## config.mk

```make
export PLATFORM = sky130hd
export DESIGN_NAME = ethernet_rx_address_filter
export DESIGN_NICKNAME = d
export VERILOG_FILES = /design/src/sv/erxaf_pkg.sv /design/src/sv/erxaf_ram.sv /design/src/sv/erxaf_search.sv /design/src/sv/ethernet_rx_address_filter.sv
export SDC_FILE = /design/constraint.sdc
export NUM_CORES = 1
export LEC_CHECK = 0
export BUFFER_PORTS_ARGS = -buffer_cell sky130_fd_sc_hd__buf_4
export CAP_MARGIN = 20
export CORE_MARGIN = 4
export CORE_UTILIZATION = 55
export CTS_BUF_LIST = sky130_fd_sc_hd__clkbuf_16
export DETAILED_ROUTE_END_ITERATION = 16
export GPL_ROUTABILITY_DRIVEN = 0
export MAX_ROUTING_LAYER = met4
export PLACE_DENSITY = 0.82
export SLEW_MARGIN = 20
export SYNTH_ARGS = -nofsm -noshare
export SYNTH_HDL_FRONTEND = slang
export SYNTH_SLANG_ARGS = --single-unit
```

## constraint.sdc

```tcl
create_clock -name clk -period 5.95 [get_ports clk]
set_input_delay 0.2975 -clock clk [delete_from_list [all_inputs] [get_ports clk]]
set_output_delay 0.2975 -clock clk [all_outputs]
set_load 0.03 [all_outputs]
```

## src/sv/erxaf_pkg.sv

```systemverilog
`timescale 1ns / 1ps
// ----------------------------------------------------------------------------
// erxaf_pkg
// Shared types, codes and helpers for the receive address filter.
// ----------------------------------------------------------------------------
package erxaf_pkg;

  localparam int ADDR_W        = 48;
  localparam int LEVEL_W       = 2;
  localparam int COUNT_W       = 5;
  localparam int SLOT_W        = 4;
  localparam int CFG_IDX_W     = 3;
  localparam int GROUP_BIT     = 40;
  localparam int TABLE_ENTRIES_DEF = 16;

  // filter levels
  localparam logic [LEVEL_W-1:0] LEVEL_NONE     = 2'd0;
  localparam logic [LEVEL_W-1:0] LEVEL_MATCHING = 2'd1;
  localparam logic [LEVEL_W-1:0] LEVEL_ALL      = 2'd2;

  // configuration register indexes
  localparam logic [CFG_IDX_W-1:0] CFG_STATION   = 3'd0;
  localparam logic [CFG_IDX_W-1:0] CFG_UC_LEVEL  = 3'd1;
  localparam logic [CFG_IDX_W-1:0] CFG_MC_LEVEL  = 3'd2;
  localparam logic [CFG_IDX_W-1:0] CFG_BC_LEVEL  = 3'd3;
  localparam logic [CFG_IDX_W-1:0] CFG_MC_COUNT  = 3'd4;

  // item actions
  localparam logic ACT_FILTER = 1'b0;
  localparam logic ACT_LOAD   = 1'b1;

  typedef struct packed {
    logic              action;
    logic [ADDR_W-1:0] mac_address;
    logic [SLOT_W-1:0] entry_index;
  } in_item_t;

  typedef struct packed {
    logic allow;
    logic status;
  } out_item_t;

  // control from the front end to the table search engine
  typedef struct packed {
    logic              start;
    logic              wr;
    logic [SLOT_W-1:0] wr_idx;
    logic [ADDR_W-1:0] addr;
  } srch_req_t;

  typedef struct packed {
    logic done;
    logic hit;
  } srch_rsp_t;

  function automatic logic level_pass(input logic [LEVEL_W-1:0] level, input logic match);
    level_pass = (level == LEVEL_ALL) || ((level == LEVEL_MATCHING) && match);
  endfunction

endpackage

```

## src/sv/erxaf_ram.sv

```systemverilog
`timescale 1ns / 1ps
// ----------------------------------------------------------------------------
// erxaf_ram
// Generic single write port, single read port RAM with registered read.
// ----------------------------------------------------------------------------
module erxaf_ram #(
  parameter int WIDTH = 48,
  parameter int DEPTH = 16,
  parameter int AW    = (DEPTH > 1) ? $clog2(DEPTH) : 1
) (
  input  logic             clk,
  input  logic             we,
  input  logic [AW-1:0]    waddr,
  input  logic [WIDTH-1:0] wdata,
  input  logic             re,
  input  logic [AW-1:0]    raddr,
  output logic [WIDTH-1:0] rdata
);

  logic [WIDTH-1:0] mem [DEPTH];
  logic [WIDTH-1:0] rdata_r;

  always_ff @(posedge clk) begin
    if (we) begin
      mem[waddr] <= wdata;
    end
    if (re) begin
      rdata_r <= mem[raddr];
    end
  end

  assign rdata = rdata_r;

endmodule

```

## src/sv/erxaf_search.sv

```systemverilog
`timescale 1ns / 1ps
// ----------------------------------------------------------------------------
// erxaf_search
// Multicast table store and sequential search engine, one entry per cycle.
// ----------------------------------------------------------------------------
module erxaf_search #(
  parameter int TABLE_ENTRIES = erxaf_pkg::TABLE_ENTRIES_DEF
) (
  input  logic                          clk,
  input  logic                          rst_n,
  input  erxaf_pkg::srch_req_t          req,
  input  logic [erxaf_pkg::COUNT_W-1:0] mc_count,
  output erxaf_pkg::srch_rsp_t          rsp
);
  import erxaf_pkg::*;

  localparam int AW   = (TABLE_ENTRIES > 1) ? $clog2(TABLE_ENTRIES) : 1;
  localparam int TCW  = $clog2(TABLE_ENTRIES + 1);
  localparam int LW   = (COUNT_W > TCW) ? COUNT_W : TCW;

  localparam logic SR_IDLE = 1'b0;
  localparam logic SR_SCAN = 1'b1;

  logic                     st_r, st_nxt;
  logic [LW-1:0]            cnt_r, cnt_nxt;
  logic [LW-1:0]            limit_r, limit_nxt;
  logic [ADDR_W-1:0]        addr_r;
  logic                     hit_r, hit_nxt;
  logic                     pend_r, pend_nxt;
  logic                     vld_q_r;
  logic [TABLE_ENTRIES-1:0] valid_r;

  logic [LW-1:0]     count_ext;
  logic [LW-1:0]     tab_size;
  logic              rd_en;
  logic [AW-1:0]     rd_addr;
  logic [ADDR_W-1:0] ram_q;
  logic              wr_ok;
  logic [AW-1:0]     wr_addr;
  logic              finish;

  assign count_ext = LW'(mc_count);
  assign tab_size  = LW'(TABLE_ENTRIES);
  assign limit_nxt = (count_ext > tab_size) ? tab_size : count_ext;

  assign rd_en   = (st_r == SR_SCAN) && (cnt_r < limit_r);
  assign rd_addr = cnt_r[AW-1:0];
  assign wr_ok   = req.wr && (int'(req.wr_idx) < TABLE_ENTRIES);
  assign wr_addr = AW'(req.wr_idx);
  assign finish  = (st_r == SR_SCAN) && !rd_en && !pend_r;

  erxaf_ram #(
    .WIDTH (ADDR_W),
    .DEPTH (TABLE_ENTRIES),
    .AW    (AW)
  ) u_ram (
    .clk   (clk),
    .we    (wr_ok),
    .waddr (wr_addr),
    .wdata (req.addr),
    .re    (rd_en),
    .raddr (rd_addr),
    .rdata (ram_q)
  );

  // read issued one cycle, compared the next
  always_comb begin
    st_nxt   = st_r;
    cnt_nxt  = cnt_r;
    hit_nxt  = hit_r;
    pend_nxt = 1'b0;
    unique case (st_r)
      SR_IDLE: begin
        if (req.start) begin
          st_nxt  = SR_SCAN;
          cnt_nxt = '0;
          hit_nxt = 1'b0;
        end
      end
      SR_SCAN: begin
        pend_nxt = rd_en;
        if (rd_en) begin
          cnt_nxt = cnt_r + LW'(1);
        end
        if (pend_r && vld_q_r && (ram_q == addr_r)) begin
          hit_nxt = 1'b1;
        end
        if (finish) begin
          st_nxt = SR_IDLE;
        end
      end
      default: st_nxt = SR_IDLE;
    endcase
  end

  always_ff @(posedge clk) begin
    if (!rst_n) begin
      st_r    <= SR_IDLE;
      pend_r  <= 1'b0;
      valid_r <= '0;
    end else begin
      st_r   <= st_nxt;
      pend_r <= pend_nxt;
      if (wr_ok) begin
        valid_r[wr_addr] <= 1'b1;
      end
    end
  end

  always_ff @(posedge clk) begin
    cnt_r <= cnt_nxt;
    hit_r <= hit_nxt;
    if (rd_en) begin
      vld_q_r <= valid_r[rd_addr];
    end
    if (req.start && (st_r == SR_IDLE)) begin
      addr_r  <= req.addr;
      limit_r <= limit_nxt;
    end
  end

  assign rsp.done = finish;
  assign rsp.hit  = hit_r;

endmodule

```

## src/sv/ethernet_rx_address_filter.sv

```systemverilog
`timescale 1ns / 1ps
// ----------------------------------------------------------------------------
// ethernet_rx_address_filter
// Accept or reject received frames by destination address class and match.
// ----------------------------------------------------------------------------
// Input channel (in_valid / in_stall / in_data) carries one item per frame:
// either a destination address to filter or a multicast table entry to load.
// Each item gives exactly one result on the output channel
// (out_valid / out_stall / out_data) with the allow and status bits.
// Loads, broadcast and unicast addresses and multicast addresses at levels
// none or all are settled in the transfer cycle; the result is registered
// and appears in the next cycle. A multicast address at the matching level
// walks the table, one entry per cycle through a single RAM read port and
// one 48-bit comparator, over min(multicast_count, TABLE_ENTRIES) entries;
// the next item is taken only after the search result is given.
// One item is in flight at a time; in_stall is high during a search and
// while a waiting result is held by out_stall, which keeps out_data stable.
// Configuration writes (cfg_valid / cfg_ready / cfg_index / cfg_data) are
// always taken; unknown indexes are ignored.
// Reset (rst_n low, synchronous) clears state, output valid and configuration
// registers, levels to none, and marks every table entry empty so it never matches until loaded.
// ----------------------------------------------------------------------------
module ethernet_rx_address_filter #(
  parameter int TABLE_ENTRIES = erxaf_pkg::TABLE_ENTRIES_DEF
) (
  input  logic                            clk,
  input  logic                            rst_n,
  input  logic                            in_valid,
  output logic                            in_stall,
  input  erxaf_pkg::in_item_t             in_data,
  output logic                            out_valid,
  input  logic                            out_stall,
  output erxaf_pkg::out_item_t            out_data,
  input  logic                            cfg_valid,
  output logic                            cfg_ready,
  input  logic [erxaf_pkg::CFG_IDX_W-1:0] cfg_index,
  input  logic [erxaf_pkg::ADDR_W-1:0]    cfg_data
);
  import erxaf_pkg::*;

  localparam logic ST_IDLE = 1'b0;
  localparam logic ST_SRCH = 1'b1;

  logic               st_r, st_nxt;
  logic [ADDR_W-1:0]  station_r;
  logic [LEVEL_W-1:0] uc_lvl_r;
  logic [LEVEL_W-1:0] mc_lvl_r;
  logic [LEVEL_W-1:0] bc_lvl_r;
  logic [COUNT_W-1:0] mc_cnt_r;
  logic               out_valid_r, out_valid_nxt;
  out_item_t          out_data_r, out_data_nxt;

  logic      in_acc;
  logic      is_bc;
  logic      is_mc;
  logic      need_srch;
  logic      now_allow;
  srch_req_t srch_req;
  srch_rsp_t srch_rsp;

  assign in_stall  = (st_r != ST_IDLE) || (out_valid_r && out_stall);
  assign in_acc    = in_valid && !in_stall;
  assign cfg_ready = 1'b1;

  assign is_bc     = (in_data.mac_address == {ADDR_W{1'b1}});
  assign is_mc     = in_data.mac_address[GROUP_BIT];
  assign need_srch = (in_data.action == ACT_FILTER) && !is_bc && is_mc &&
                     (mc_lvl_r == LEVEL_MATCHING);

  always_comb begin
    if (is_bc) begin
      now_allow = level_pass(bc_lvl_r, 1'b1);
    end else if (is_mc) begin
      now_allow = (mc_lvl_r == LEVEL_ALL);
    end else begin
      now_allow = level_pass(uc_lvl_r, station_r == in_data.mac_address);
    end
  end

  assign srch_req.start  = in_acc && need_srch;
  assign srch_req.wr     = in_acc && (in_data.action == ACT_LOAD) && is_mc;
  assign srch_req.wr_idx = in_data.entry_index;
  assign srch_req.addr   = in_data.mac_address;

  erxaf_search #(
    .TABLE_ENTRIES (TABLE_ENTRIES)
  ) u_search (
    .clk      (clk),
    .rst_n    (rst_n),
    .req      (srch_req),
    .mc_count (mc_cnt_r),
    .rsp      (srch_rsp)
  );

  always_comb begin
    st_nxt        = st_r;
    out_valid_nxt = out_valid_r && out_stall;
    out_data_nxt  = out_data_r;
    unique case (st_r)
      ST_IDLE: begin
        if (in_acc) begin
          if (need_srch) begin
            st_nxt = ST_SRCH;
          end else begin
            out_valid_nxt = 1'b1;
            if (in_data.action == ACT_LOAD) begin
              out_data_nxt.allow  = 1'b0;
              out_data_nxt.status = !is_mc;
            end else begin
              out_data_nxt.allow  = now_allow;
              out_data_nxt.status = 1'b0;
            end
          end
        end
      end
      ST_SRCH: begin
        if (srch_rsp.done) begin
          st_nxt              = ST_IDLE;
          out_valid_nxt       = 1'b1;
          out_data_nxt.allow  = srch_rsp.hit;
          out_data_nxt.status = 1'b0;
        end
      end
      default: st_nxt = ST_IDLE;
    endcase
  end

  always_ff @(posedge clk) begin
    if (!rst_n) begin
      st_r        <= ST_IDLE;
      out_valid_r <= 1'b0;
      station_r   <= '0;
      uc_lvl_r    <= LEVEL_NONE;
      mc_lvl_r    <= LEVEL_NONE;
      bc_lvl_r    <= LEVEL_NONE;
      mc_cnt_r    <= '0;
    end else begin
      st_r        <= st_nxt;
      out_valid_r <= out_valid_nxt;
      if (cfg_valid && cfg_ready) begin
        unique case (cfg_index)
          CFG_STATION:  station_r <= cfg_data;
          CFG_UC_LEVEL: uc_lvl_r  <= cfg_data[LEVEL_W-1:0];
          CFG_MC_LEVEL: mc_lvl_r  <= cfg_data[LEVEL_W-1:0];
          CFG_BC_LEVEL: bc_lvl_r  <= cfg_data[LEVEL_W-1:0];
          CFG_MC_COUNT: mc_cnt_r  <= cfg_data[COUNT_W-1:0];
          default: ;
        endcase
      end
    end
  end

  always_ff @(posedge clk) begin
    out_data_r <= out_data_nxt;
  end

  assign out_valid = out_valid_r;
  assign out_data  = out_data_r;

`ifndef SYNTHESIS
  // no new item taken while the table walk runs
  a_no_accept_in_search: assert property (@(posedge clk) disable iff (!rst_n)
    (st_r == ST_SRCH) |-> in_stall)
    else $error("input transfer during table search");

  // search completion only while waiting for it
  a_done_in_search: assert property (@(posedge clk) disable iff (!rst_n)
    srch_rsp.done |-> (st_r == ST_SRCH))
    else $error("search completion outside search state");

  // a search never overwrites a result still waiting
  a_done_out_free: assert property (@(posedge clk) disable iff (!rst_n)
    srch_rsp.done |-> !out_valid_r)
    else $error("search result would overwrite pending output");

  // a load transfer is answered next cycle with allow low
  a_load_result: assert property (@(posedge clk) disable iff (!rst_n)
    (in_acc && (in_data.action == ACT_LOAD)) |=> (out_valid && !out_data.allow))
    else $error("load item result missing or allowing");
`endif

endmodule
```

Word level (Yosys, flattened, before mapping)
Memories as Yosys holds them, arrays and structs flattened. A register that Yosys moved wholly into a read port is not among the register bits.
Index checks and enable logic that the tools add are counted.
{"block": "totals", "register_bits": 141, "latchBits": 0, "ram_bits": 768, "rom_bits": 0, "out_inout_bits": 5, "word_cells": 110, "mem_count": 1}
{"block": "classes", "addsub": 1, "n_mul": 0, "n_div": 0, "order_cmp": 5, "n_eq_ne": 19, "shift": 0, "n_mux": 29, "bitwise_logic": 4, "n_reduce_logical": 34}
{"memory": "u_search.u_ram.mem", "words": 16, "word_bits": 48, "read_ports": 1, "rd_clocked_by_memory_dff": 1, "wr": 1, "line": "erxaf_ram.sv:20", "rtl": "logic [WIDTH-1:0] mem [DEPTH];"}
{"cell": "$eq 48x48->1", "count": 2}
{"cell": "$eq 48x48->1 const B", "count": 1}
{"cell": "$logic_and 1x1->1", "count": 16}
{"cell": "$or 16x16->16", "count": 1}
{"cell": "$reduce_and 2->1", "count": 8}
{"cell": "$mux 1", "count": 15}
{"cell": "$lt 4x5->1 const B", "count": 2}
{"cell": "$mux 5", "count": 2}
{"cell": "$pmux 5 s2", "count": 1}
{"cell": "$mux 2", "count": 4}
{"cell": "$ne 2x2->1 const B", "count": 4}
{"cell": "$pmux 1 s2", "count": 4}
{"cell": "$eq 2x1->1 const B", "count": 3}
{"cell": "$eq 2x2->1 const B", "count": 3}
{"cell": "$eq 3x2->1 const B", "count": 2}
{"cell": "$add 5x1->5 const B", "count": 1}
{"cell": "$gt 5x5->1 const B", "count": 1}
{"cell": "$logic_not 1->1", "count": 5}
{"cell": "$lt 5x5->1", "count": 1}
{"cell": "$bmux 1 s4", "count": 1}
{"cell": "$demux 1 s4", "count": 1}
{"cell": "$ge 4x1->1 const B", "count": 1}
{"cell": "$ne 2x1->1 const B", "count": 2}
{"cell": "$pmux 2 s2", "count": 1}
{"cell": "6 further kinds", "count": 10}

Logic depth before layout (Yosys ltp)
{"block": "depth", "depth_word": 9, "ltp_mapped": 8}

Modules after synthesis
Synthesis repeated with hierarchy kept, for this count alone.
{"block": "unflattened", "hier_cells": 1839, "area_unflattened_um2": 36593.8}
{"mod": "erxaf_ram", "n_inst": 1, "cells_per_inst": 1242, "area_each_um2": 30175.2}
{"mod": "erxaf_search", "n_inst": 1, "cells_per_inst": 237, "area_each_um2": 3345.7}
{"mod": "ethernet_rx_address_filter", "n_inst": 1, "cells_per_inst": 360, "area_each_um2": 3072.9}

Worst setup path before layout
OpenSTA, ideal clock, no wires.
{"block": "synth_timing", "kind": "reg-to-reg", "start": "reg out_valid_r (netlist: out_valid)", "end": "mem u_search.u_ram.mem[0][0], enable pin", "setup_time_ns": 0.516, "arrival_ns": 4.481, "t_required_ns": 5.434, "setup_slack_ns": 0.954, "path_stages_with_launch": 5, "path_buffers": 0, "synth_period_minus_slack_ns": 4.996, "path_cell_list": "dfxtp_1 > nand2_1 > nand2b_4 > or4_4 > nor3_1"}
{"block": "synth_between", "elab_chain_len": 8}
{"item": "from (decl)", "line": "ethernet_rx_address_filter.sv:50", "rtl": "logic out_valid_r, out_valid_nxt;"}
{"item": "from (signal assigned)", "line": "ethernet_rx_address_filter.sv:139", "rtl": "out_valid_r <= out_valid_nxt;"}
{"item": "$logic_and 1x1->1", "line": "ethernet_rx_address_filter.sv:61", "rtl": "assign in_stall = (st_r != ST_IDLE) || (out_valid_r && out_stall);"}
{"item": "$logic_or 1x1->1", "line": "ethernet_rx_address_filter.sv:61"}
{"item": "$logic_not 1->1", "line": "ethernet_rx_address_filter.sv:62", "rtl": "assign in_acc = in_valid && !in_stall;"}
{"item": "$logic_and 1x1->1", "line": "ethernet_rx_address_filter.sv:62"}
{"item": "$logic_and 1x1->1 (2 in a row)", "line": "ethernet_rx_address_filter.sv:81", "rtl": "assign srch_req.wr = in_acc && (in_data.action == ACT_LOAD) && is_mc;"}
{"item": "$mux 1", "line": "erxaf_ram.sv:24", "rtl": "if (we) begin"}
{"item": "$mux 1 (not written as such)", "line": "erxaf_ram.sv:25", "rtl": "mem[waddr] <= wdata;"}
{"item": "to (decl)", "line": "erxaf_ram.sv:20"}
No other way between the ends.

Worst setup path in the final report
{"block": "layout_timing", "start": "reg u_search.cnt_r[1]", "end": "reg u_search.u_ram.rdata_r[26] (netlist: u_search.u_ram.rdata[26]) (read register of u_search.u_ram.mem), enable pin"}
{"block": "layout_between", "elab_chain_len": 2}
{"item": "from (decl)", "line": "erxaf_search.sv:25", "rtl": "logic [LW-1:0] cnt_r, cnt_nxt;"}
{"item": "from (signal assigned)", "line": "erxaf_search.sv:111", "rtl": "cnt_r <= cnt_nxt;"}
{"item": "$lt 5x5->1", "line": "erxaf_search.sv:46", "rtl": "assign rd_en = (st_r == SR_SCAN) && (cnt_r < limit_r);"}
{"item": "$logic_and 1x1->1", "line": "erxaf_search.sv:46"}
{"item": "named net u_search.rd_en", "line": "erxaf_search.sv:35", "rtl": "logic rd_en;"}
{"item": "to (decl)", "line": "erxaf_ram.sv:21", "rtl": "logic [WIDTH-1:0] rdata_r;"}
The timed path passes the listed nets, and every way through them passes these cells.
A chain may end at the register's enable or synchronous reset.

==> impl_metrics.tcl <==
set metrics [dict create \
    first_pass_iters 5 \
    p_int_mw 10.6 \
    path_max_fanout 50 \
    clkTransAtPathRegs_ns 0.06 \
    synth_common_cells "878 x edfxtp_1, 158 x mux2i_1, 157 x nand2_1" \
    overflow 0 \
    viasPerCell 6.47 \
    ant_nets 0 \
    crit_type "register to register" \
    critPathArrivalTime_ns 3.57 \
    fin_cells 3221 \
    endpoint_kind "register" \
    numClockSinks 957 \
    r2r-start "u_search.cnt_r[1]" \
    synthDominantCellAreaShare_pct 71.1 \
    grtUsageMet1_pct 36.5 \
    layout.nets 2393 \
    clockPowerShare_pct 41.9 \
    wire_per_inst_um 28.8 \
    die_h_um 268 \
    finalCritPeriodShare_pct 55.7 \
    seq_area_frac_synth_pct 75.4 \
    numPortBuffers 112 \
    synth_cell_types 47 \
    multiInputGateArea_mm2 0.00875 \
    ir_drop_v 0.000225 \
    core_area_mm2 0.0663 \
    fillers 4307 \
    synth_ff_type "edfxtp_1" \
    rows 94 \
    grt_use_met2_pct 39.9 \
    start_kind "register" \
    finalPower_mw 13.3 \
    cap_violations 0 \
    routed_wl_um 92700 \
    cts.path.max_buffers 3 \
    cts_max_level 3 \
    synth_nets 2200 \
    grt_pass1_vias 21200 \
    syn_area_mm2 0.0371 \
    avgSynthCellArea_um2 17.8 \
    die-area_mm2 0.0716 \
    cts_buffers 91 \
    initial_core_util_pct 55.9 \
    drv_slew 0 \
    drive_above_1_share_pct 18.8 \
    area_growth_pct 14.3 \
    grt_max_degree 122 \
    swShare_pct 20.1 \
    vias 20900 \
    p_per_area_mw_per_mm2 313 \
    seq_area_mm2 0.0279 \
    synth_seq_cells 957 \
    grt_pass1_wl_um 136000 \
    dieWidth_um 268 \
    crit_required_ns 6.20 \
    skew_ns 0.0243 \
    switchingPower_mw 2.66 \
    synth.area.top_cells "edfxtp_1 71%, mux4_2 6.0%, dfxtp_1 4.3%" \
    hp-start "in_data[17]" \
    yosysMostFrequentCell "edfxtp_1" \
    boundaryPins 114 \
    clock.fmax_mhz 302 \
    grt_use_met3_pct 7.20 \
    setup_tns_ns 0 \
    ys_warn_count 0 \
    drtIter0Drc 2719 \
    drc_errors 0 \
    seqPwrFrac_pct 55.6 \
    antenna_found_initial 3 \
    hpwl_um 51100 \
    synthArstFlopShare_pct 0 \
    clk_latency_ns 0.64 \
    outcome "complete, no violations" \
    hold_violations 0 \
    synth_top_area_cell "edfxtp_1" \
    synth_edf_count 878 \
    tightest_slew_ns 1.15 \
    p_leak_nw 13.8 \
    numPlacedInstances 2989 \
    busiest_layer "met2" \
    rsz0062_at_grt "false" \
    period_needed_ns 3.31 \
    hp-class "input pin to register" \
    setup_viol 0 \
    relSlewSlack_pct 23.4 \
    cts_tree "done" \
    power_frac_comb_pct 2.5 \
    startpoint "u_search.cnt_r[1]" \
    grtUsageTotal_pct 26.7 \
    root_buffer "clkbuf_16" \
    syn-instance-count 2086 \
]
[layer usage]
layer	part of all wire, %	vias to the layer above
met2	47	1436
met4	3.2	0
met3	12	231
met5	0	-
li1	-	8654
met1	38	10500
[stage by stage]
step / instance area [um2] / util [%] / hold WS, ns / worst slack, ns
2_1_floorplan: 37100 / - / 0.396 / 0.954
3_3_place_gp: 38900 / 58.6 / 0.442 / 2.74
3_5_place_dp: 38900 / 58.6 / 0.453 / 2.66
4_1_cts: 42400 / 63.9 / 0.000564 / 2.66
5_1_grt: 42400 / 63.9 / 0.00998 / 2.53
6_report: 42400 / 63.9 / 0.0250 / 2.64
[critical path, stage by stage (launching register included)]
cell and delay (ns):
edfxtp_1 0.35, buf_4 0.65, ha_1 0.37, a211o_1 0.27, a31o_1 0.24, a211oi_4 0.25
buf_4 0.76
[layout by cell type, fill, tap and decap left out, drive strengths merged, types with 16 or more instances in the layout]
| master | Yosys | final |
|---|---|---|
| a21oi | 98 | 98 |
| a221oi | 49 | 49 |
| a22oi | 49 | 49 |
| buf | 53 | 144 |
| clkbuf | 51 | 93 |
| clkinv | 2 | 43 |
| dfxtp | 79 | 79 |
| dlygate4sd3 | 0 | 60 |
| edfxtp | 878 | 878 |
| inv | 6 | 33 |
| mux2 | 49 | 49 |
| mux2i | 158 | 158 |
| mux4 | 98 | 98 |
| nand2 | 157 | 157 |
| nand4 | 28 | 28 |
| nor2 | 34 | 34 |
| nor4 | 16 | 16 |
| o21a | 17 | 17 |
| o21ai | 103 | 103 |
| xnor2 | 51 | 51 |
| xor2 | 49 | 49 |
[path summary, 6_finish.rpt]
kind / end / cells after the start / slack [ns]
max: u_search.u_ram.rdata[26] / 6 / 2.64
min: u_search.u_ram.mem[3][13] / 1 / 0.02
max reg2reg: u_search.u_ram.rdata[26] / 6 / 2.64
min reg2reg: station_r[30] / 2 / 0.47
[sequential cells by signal, indices dropped and copies added, names as in the netlist, 5 cells and up]
| register | count |
|---|---|
| u_search.limit_r | 5 |
| u_search.addr_r | 48 |
| station_r | 48 |
| u_search.u_ram.rdata | 48 |
| u_search.cnt_r | 5 |
| u_search.u_ram.mem | 768 |
| mc_cnt_r | 5 |
| u_search.valid_r | 16 |
[logic make-up (layout without fill, tap and decap cells)]
| kind of cell | Yosys count | in the layout | share of synthesized area [%] |
|---|---|---|---|
| adders and majority gates | 5 | 5 | 0.169 |
| AOI/OAI and AO/OA | 325 | 325 | 5.41 |
| other | 1 | 3 | 0.0101 |
| DFF | 957 | 957 | 75.4 |
| and+or+nand+nor | 281 | 281 | 3.49 |
| buffers and inverters | 112 | 381 | 1.50 |
| muxes | 305 | 305 | 11.7 |
| xor gates and xnor gates | 100 | 100 | 2.36 |
[timing repair]
action                     in CTS  in global routing
buffers inserted                0                  0
setup endpoints to repair       0                  0
gates resized for setup         0                  0
hold buffers                   60                  0
hold endpoints to repair      267                  0
[layout make-up]
| type | instances | area share, % |
|---|---|---|
| Clock buffer | 93 | 5.49 |
| Inverter | 8 | 0.0738 |
| Antenna cell | 2 | 0.0118 |
| Sequential cell | 957 | 65.9 |
| Multi-Input combinational cell | 1017 | 20.6 |
| Tap cell | 864 | 2.55 |
| Timing Repair Buffer | 204 | 4.08 |
| Clock inverter | 76 | 1.26 |
[power by group through the flow]
stage               combinational (mW)  clock [mW]  sequential, mW
finish                           0.328        5.56            7.37
floorplan                       0.0721           0            7.52
CTS                              0.317        5.59            7.37
global placement                 0.272           0            7.51
global route                     0.346        5.89            7.37
detailed placement               0.283           0            7.51
Note: power is estimated with default switching activity, not from simulation.
